File: config.mk
export PLATFORM = sky130hd
export DESIGN_NAME = pcpa_ctrl
export DESIGN_NICKNAME = d
export VERILOG_FILES = /design/src/rtl/pcpa_pkg.sv /design/src/rtl/pcpa_ctrl.sv
export SDC_FILE = /design/constraint.sdc
export NUM_CORES = 1
export LEC_CHECK = 0
export ABC_AREA = 0
export ABC_CLOCK_PERIOD_IN_PS = 1900
export BUFFER_PORTS_ARGS = -buffer_cell sky130_fd_sc_hd__buf_2
export CAP_MARGIN = 10
export CORE_AREA = 5 5 42 44
export CTS_BUF_LIST = sky130_fd_sc_hd__clkbuf_4
export DETAILED_ROUTE_END_ITERATION = 8
export DIE_AREA = 0 0 47 49
export SLEW_MARGIN = 20
export SYNTH_ARGS = -nofsm -noshare
export SYNTH_HDL_FRONTEND = slang
export SYNTH_SLANG_ARGS = --single-unit
File: constraint.sdc
create_clock -name clk -period 1.9 [get_ports clk]
set_input_delay 0.095 -clock clk [delete_from_list [all_inputs] [get_ports clk]]
set_output_delay 0.095 -clock clk [all_outputs]
set_load 0.03 [all_outputs]
File: src/rtl/pcpa_pkg.sv
// ----------------------------------------------------------------------------
// Per-CPU page allocator package
// Shared constants, payload types and controller/datapath interface types.
// ----------------------------------------------------------------------------
package pcpa_pkg;

	// Sizing. MAX_PAGES and NUM_CPUS are powers of two, so the slot and the
	// CPU index are the low bits of the frame number and of the cpu field.
	localparam int NUM_CPUS   = 8;
	localparam int MAX_PAGES  = 32768;
	localparam int PAGE_SHIFT = 12;

	localparam int ADDR_W = 32;
	localparam int PFN_W  = ADDR_W - PAGE_SHIFT;
	localparam int SLOT_W = $clog2(MAX_PAGES);
	localparam int CPU_W  = $clog2(NUM_CPUS);

	// Configuration registers.
	localparam int CFG_IDX_W = 1;
	localparam int CFG_DATA_W = 32;
	localparam logic [CFG_IDX_W-1:0] CFG_MEM_LOW = 1'd0;
	localparam logic [CFG_IDX_W-1:0] CFG_MEM_TOP = 1'd1;
	localparam logic [ADDR_W-1:0] MEM_LOW_RST = 32'h8000_0000;
	localparam logic [ADDR_W-1:0] MEM_TOP_RST = 32'h8800_0000;

	// Request kinds.
	localparam logic KIND_ALLOC = 1'b0;
	localparam logic KIND_FREE  = 1'b1;

	typedef enum logic [1:0] {
		ST_OK      = 2'd0,
		ST_OOM     = 2'd1,
		ST_BADFREE = 2'd2
	} status_t;

	typedef struct packed {
		logic        kind;
		logic [2:0]  cpu;
		logic [31:0] page_addr;
	} in_item_t;

	typedef struct packed {
		logic [31:0] alloc_addr;
		status_t     status;
	} out_item_t;

	// Which result the datapath loads into the output register.
	typedef enum logic [1:0] {
		RES_FREE_OK,
		RES_BAD,
		RES_OOM,
		RES_ALLOC
	} res_t;

	// Controller to datapath.
	typedef struct packed {
		logic capture;
		logic push;
		logic rd_issue;
		logic pop_wb;
		logic load_out;
		res_t res;
	} cmd_t;

	// Datapath to controller.
	typedef struct packed {
		logic is_free;
		logic bad_free;
		logic avail;
	} sts_t;

	// One entry of the next-link memory.
	typedef struct packed {
		logic             valid;
		logic [PFN_W-1:0] pfn;
	} link_t;

endpackage

File: src/rtl/pcpa_ctrl.sv
// ----------------------------------------------------------------------------
// Per-CPU page allocator controller
// Sequences one request at a time and owns the output valid flag.
// ----------------------------------------------------------------------------
module pcpa_ctrl import pcpa_pkg::*; (
	input  logic clk,
	input  logic arst_n,
	input  logic in_valid,
	output logic in_ready,
	output logic out_valid,
	input  logic out_ready,
	input  sts_t sts,
	output cmd_t cmd
);

	typedef enum logic [1:0] {
		S_IDLE,
		S_EXEC,
		S_POP,
		S_FINISH
	} state_t;

	state_t state_q;
	logic   out_valid_q;
	res_t   res_q;
	res_t   res_n;
	logic   slot_free;
	logic   done;

	// The output register can take a result when empty or when its transfer
	// completes in this cycle.
	assign slot_free = !out_valid_q || out_ready;
	assign in_ready  = (state_q == S_IDLE);
	assign out_valid = out_valid_q;

	// Command decode per state.
	always_comb begin
		cmd   = '0;
		res_n = res_q;
		done  = 1'b0;
		case (state_q)
			S_IDLE: begin
				cmd.capture = in_valid;
			end
			S_EXEC: begin
				if (sts.is_free) begin
					cmd.push = !sts.bad_free;
					res_n    = sts.bad_free ? RES_BAD : RES_FREE_OK;
					done     = 1'b1;
				end else if (!sts.avail) begin
					res_n = RES_OOM;
					done  = 1'b1;
				end else begin
					cmd.rd_issue = 1'b1;
				end
			end
			S_POP: begin
				cmd.pop_wb = 1'b1;
				res_n      = RES_ALLOC;
				done       = 1'b1;
			end
			S_FINISH: begin
				done = 1'b1;
			end
			default: begin
				cmd = '0;
			end
		endcase
		cmd.res      = res_n;
		cmd.load_out = done && slot_free;
	end

	// State, held result code and output valid.
	always_ff @(posedge clk or negedge arst_n) begin
		if (!arst_n) begin
			state_q     <= S_IDLE;
			out_valid_q <= 1'b0;
			res_q       <= RES_FREE_OK;
		end else begin
			if (cmd.load_out) begin
				out_valid_q <= 1'b1;
			end else if (out_ready) begin
				out_valid_q <= 1'b0;
			end
			case (state_q)
				S_IDLE: begin
					if (in_valid) begin
						state_q <= S_EXEC;
					end
				end
				S_EXEC, S_POP, S_FINISH: begin
					if (done) begin
						res_q   <= res_n;
						state_q <= slot_free ? S_IDLE : S_FINISH;
					end else begin
						state_q <= S_POP;
					end
				end
				default: begin
					state_q <= S_IDLE;
				end
			endcase
		end
	end

endmodule

==> key figures, run 1 <==
Run status
  • Status: finished clean

Route
  • Vias after detailed routing: 336
  • Top routing layer in use: met4
  • DR iter-0 viols: 3
  • WL final: 768 um
  • Via density: 4.48
  • Pre-antenna DRT Iters: 2
  • Number of remaining DRC errors: 0
  • Met1 WL: 317 um
  • Antenna Nets Post-Route: 0
  • Met3 wire length: 56 um
  • DR WL/cell: 10.2 um
  • Routed wl met2: 378 um

Setup path
  • Type of origin of the critical path: register
  • Critical path cell sequence: inv_1 > ha_1 > and3_2 > o21ai_0 > nand2_1 > buf_2
  • Worst Path Arrival: 1.67 ns
  • Crit path depth: 6
  • Worst setup EP type: primary output
  • R2R depth: 6
  • CP delay by family, top: flip-flops
  • Critical path class: register to primary output
  • Critical path's largest stage delay: 0.40 ns
  • CP Data Required Time: 1.80 ns
  • Critical Path Slowest Stage Cell: dfrtp_1
  • Critical Path Fanout Max: 5
  • Worst path bufs/invs: 2

CTS
  • Post-CTS setup buffers: 0
  • Num Clock Sinks: 5
  • CTS tree: yes
  • Reg clk slew, reported paths: 0.04 ns
  • Clock Root Buffer: clkbuf_4
  • CTS resizes: 0
  • Cts hold-fix bufs: 1
  • Clock Latency Late Sink: 0.24 ns
  • H-tree Lvls: 1
  • Clk buf depth: 2
  • CTS buffer count: 3

STA
  • Highest clock rate: 568 MHz
  • Setup TNS: 0 ns
  • RSZ-0062 raised after global routing: no
  • Period utilization: 0.927
  • Worst clock skew: 0.000843 ns
  • Max-slew headroom: 0.781
  • Final-report setup violation count: 0
  • Slew Viols, Final: 0
  • WHS: 0.0524 ns
  • Least-Margin Pin Slew: 0.327 ns
  • Final min period: 1.76 ns
  • Final Hold Fails: 0

Synthesis
  • YS warnings: 0
  • Synthesized net count: 51
  • Syn_area_per_cell: 10.0 um^2
  • Seq/Total Area, Yosys: 0.321
  • Yosys reg bits: 5
  • Post-Syn Instances: 39
  • Synth Cell Area: 390 um^2
  • Post-synthesis cell type count: 19

Die
  • Row Count: 14
  • Core region area: 1400 um^2
  • Die X: 47 um
  • Starting Density: 0.279
  • I/O Pins: 16
  • Die Ht: 49 um
  • Die footprint: 2300 um^2

Global routing
  • Largest net degree at the start of global routing: 10
  • Vias in the first global route: 321
  • First-pass GRT wire length: 1240 um
  • Gr ovfl total: 0
  • Initial antenna violation count: 0
  • Total GRT Usage: 0.0757

Placed design
  • I/O Buffers: 15
  • Cells after DPL: 70
  • DP Area: 497 um^2
  • GP Congestion: 0.733
  • DP HPWL: 657 um

Final layout
  • Share of layout cells above drive strength 1: 0.441
  • # diodes: 0
  • Finished Cell Area: 537 um^2
  • Commonest non-fill, non-tap cell in the layout: buf_2
  • Commonest non-fill, non-tap cells in the layout: 15 x buf_2, 5 x ha_1, 5 x dfrtp_1
  • Layout area overhead: 37.5%
  • Post-route insts no fill: 75
  • Nets@finish: 72

Worst hold path
  • Hold Path Class: input pin to register
  • Hold path cells: 2

Run
  • Number of max-cap violations: 0
[worst reg2reg max path: cells and delay by family, from the launching register on]
kind	cells	cell delay, ns
buf+inv	1	0.10
fa+ha+maj	1	0.26
compound gates	2	0.42
flops	1	0.40
simple gates	2	0.36
[cell type report]
type / instances / area, um^2
clock buffers: 4 / 30.0
flip-flops and latches: 5 / 125
repair buffers: 16 / 85.1
inverters: 3 / 11.3
multi-input cells: 31 / 265
well taps: 16 / 20.0
fillers: 152 / 865
[routing by layer]
layer  up-vias  track usage
met4         0       0.0829
li1        179            -
met1       144       0.0869
met2        11        0.109
met3         2      0.00738
met5         -            0
[stage by stage]
step	utilization	setup slack [ns]
6_report	0.383	0.138
5_1_grt	0.383	0.0335
4_1_cts	0.383	0.119
3_5_place_dp	0.354	0.231
3_3_place_gp	0.354	0.267
2_1_floorplan	-	0.0810
[path summary, 6_finish.rpt]
check                      startpoint         end  slack (ns)
setup / recovery           state_q[1]      cmd[0]        0.14
hold / removal               in_valid  state_q[1]        0.05
setup reg to reg           state_q[1]    res_q[0]        0.23
hold reg to reg              res_q[0]    res_q[0]        0.51
max in group asynchronous      arst_n    res_q[1]        1.57
min in group asynchronous      arst_n  state_q[0]        0.20
[sequential cells by signal, indices dropped and copies added, names as in the netlist]
name / count
res_q: 2
state_q: 2
out_valid: 1
[cells in the mapped netlist]
cell type,n,share of area
dfrtp_1,5,0.32
ha_1,5,0.16
nand2_1,4,0.038
nand2b_1,4,0.064
inv_1,3,0.029
o21ai_0,3,0.038
o41ai_1,3,0.067
a211oi_4,1,0.051
a21oi_1,1,0.013
a31oi_1,1,0.016
and2_1,1,0.016
and3_2,1,0.019
and3b_1,1,0.022
mux2_4,1,0.038
nand2b_4,1,0.035
nor2_1,1,0.0096
nor3_2,1,0.026
nor3b_1,1,0.019
o22ai_1,1,0.016
[cell families after synthesis]
family	Yosys count	share of synthesized area
buf+inv	3	0.0288
mux	1	0.0385
simple gates	15	0.250
flops	5	0.321
fa+ha+maj	5	0.160
compound gates	10	0.202
Power of run 1 is not shown: default switching activity piles up to over one toggle a cycle in this logic, so the estimate is an artifact.
==> run 2: changes to the inputs <==
ABC_CLOCK_PERIOD_IN_PS = 1700   (was 1900)
BUFFER_PORTS_ARGS = not set   (was -buffer_cell sky130_fd_sc_hd__buf_2)
DONT_BUFFER_PORTS = 1   (was not set)
clock period = 1.7 ns   (was 1.9 ns; I/O delays follow)
==> key figures, run 2 (synthesized netlist as in run 1, its figures left out) <==
Global routing
  • Total GRT Usage: 0.0770 (was 0.0757)
  • First-pass GRT wire length: 1240 um (unchanged)
  • Initial antenna violation count: 0 (unchanged)
  • Gr ovfl total: 0 (unchanged)
  • Vias in the first global route: 338 (was 321)
  • Largest net degree at the start of global routing: 10 (unchanged)

Route
  • Vias after detailed routing: 332 (was 336)
  • Antenna Nets Post-Route: 0 (unchanged)
  • DR iter-0 viols: 1 (was 3)
  • Pre-antenna DRT Iters: 2 (unchanged)
  • WL final: 833 um (was 768 um)
  • Via density: 4.61 (was 4.48)
  • DR WL/cell: 11.6 um (was 10.2 um)
  • Number of remaining DRC errors: 0 (unchanged)

Setup path
  • R2r setup slk: 0.13 ns (was 0.23 ns)
  • Critical path class: register to primary output (unchanged)
  • Worst Path Arrival: 1.57 ns (was 1.67 ns)
  • Reg2reg end: res_q[0] (unchanged)
  • Type of origin of the critical path: register (unchanged)
  • R2R depth: 5 (was 6)
  • Worst flop-to-flop path startpoint: state_q[0] (was state_q[1])
  • CP Data Required Time: 1.62 ns (was 1.80 ns)
  • Critical Path Fanout Max: 3 (was 5)
  • Worst setup EP type: primary output (unchanged)

CTS
  • CTS buffer count: 3 (unchanged)
  • Clock Latency Late Sink: 0.25 ns (was 0.24 ns)
  • Clock Root Buffer: clkbuf_4 (unchanged)
  • CTS tree: yes (unchanged)
  • H-tree Lvls: 1 (unchanged)
  • Clk buf depth: 2 (unchanged)
  • Reg clk slew, reported paths: 0.04 ns (about the same)
  • Num Clock Sinks: 5 (unchanged)

Worst hold path
  • Hold path cells: 2 (unchanged)
  • Hold Path Class: input pin to register (unchanged)
  • Hold Path End: state_q[0] (was state_q[1])
  • Hold path startpoint: out_ready (was in_valid)

Die
  • Die footprint: 2300 um^2 (unchanged)
  • I/O Pins: 16 (unchanged)
  • Core region area: 1400 um^2 (unchanged)
  • Die Ht: 49 um (unchanged)
  • Die X: 47 um (unchanged)
  • Row Count: 14 (unchanged)
  • Starting Density: 0.279 (unchanged)

STA
  • Final-report setup violation count: 0 (unchanged)
  • Period utilization: 0.971
  • Slew Viols, Final: 0 (unchanged)
  • Final Hold Fails: 0 (unchanged)
  • Least-Margin Pin Slew: 0.298 ns (was 0.327 ns)
  • Setup TNS: 0 ns (unchanged)
  • Highest clock rate: 606 MHz
  • Final min period: 1.65 ns
  • Max-slew headroom: 0.801 (was 0.781)
  • Worst clock skew: 0.00321 ns (was 0.000843 ns)

Final layout
  • Layout area overhead: 55.4% (was 37.5%)
  • Commonest non-fill, non-tap cells in the layout: 9 x buf_4, 4 x nand2b_1, 4 x clkbuf_4, 4 x dfrtp_1 (was 15 x buf_2, 5 x ha_1, 5 x dfrtp_1)
  • # diodes: 0 (unchanged)
  • Share of layout cells above drive strength 1: 0.554 (was 0.441)
  • Commonest non-fill, non-tap cell in the layout: buf_4 (was buf_2)
  • Nets@finish: 69 (was 72)
  • Post-route insts no fill: 72 (was 75)

Placed design
  • GP Congestion: 0.659 (was 0.733)
  • DP HPWL: 653 um (was 657 um)
  • Cells after DPL: 64 (was 70)
  • I/O Buffers: 0 (was 15)

Run status
  • Status: finished clean (unchanged)

Run
  • Number of max-cap violations: 0 (unchanged)
-- run 2: cell type report --
type	count	area, um^2
clock buffers	4	30.0
fillers	138	795
inverters	3	13.8
multi-input cells	31	307
flip-flops and latches	5	126
well taps	16	20.0
repair buffers	13	110
-- run 2: worst max-delay path: stages, from the launching register on --
cell and delay (ns):
dfrtp_1 0.40, inv_2 0.10, ha_2 0.21, a211oi_4 0.06, buf_4 0.15, nor3b_4 0.20
buf_4 0.19
-- run 2: per-stage QoR --
step | hold WS [ns] | cell area (um^2) | util | setup slack (ns)
finish | 0.0915 | 607 | 0.433 | 0.0491
global route | 0.127 | 607 | 0.433 | -0.0215
CTS | 0.0742 | 553 | 0.395 | 0.00145
detailed placement | -0.210 | 493 | 0.352 | 0.0968
global placement | -0.210 | 493 | 0.352 | 0.108
floorplan | -0.211 | 405 | - | 0.00613
-- run 2: worst max-delay path by stage --
stage                     depth (start not counted)       end        from
after floorplan                                   6  res_q[1]  state_q[0]
after global placement                            5  res_q[0]  state_q[0]
after detailed placement                          5  res_q[0]  state_q[0]
after CTS                                         5    cmd[0]  state_q[0]
after global routing                              6    cmd[2]  state_q[1]
final                                             6    cmd[2]  state_q[1]
-- run 2: routing by layer --
layer | share of wire | GRT usage | routed length, um | vias up
met1 | 0.37 | 0.0711 | 306 | 146
met5 | 0 | 0 | 0 | -
met4 | 0.035 | 0.0968 | 29 | 0
met2 | 0.49 | 0.111 | 411 | 12
met3 | 0.10 | 0.0258 | 86 | 3
li1 | - | - | - | 171
-- run 2: repair_timing --
action,4_1_cts,5_1_grt
endpoints found under the hold margin,7,0
setup buffers,1,1
hold buffers,2,0
pin swaps,2,3
setup endpoints to repair,2,4
gates resized for setup,2,11
Power of run 2 is left out for the same reason.
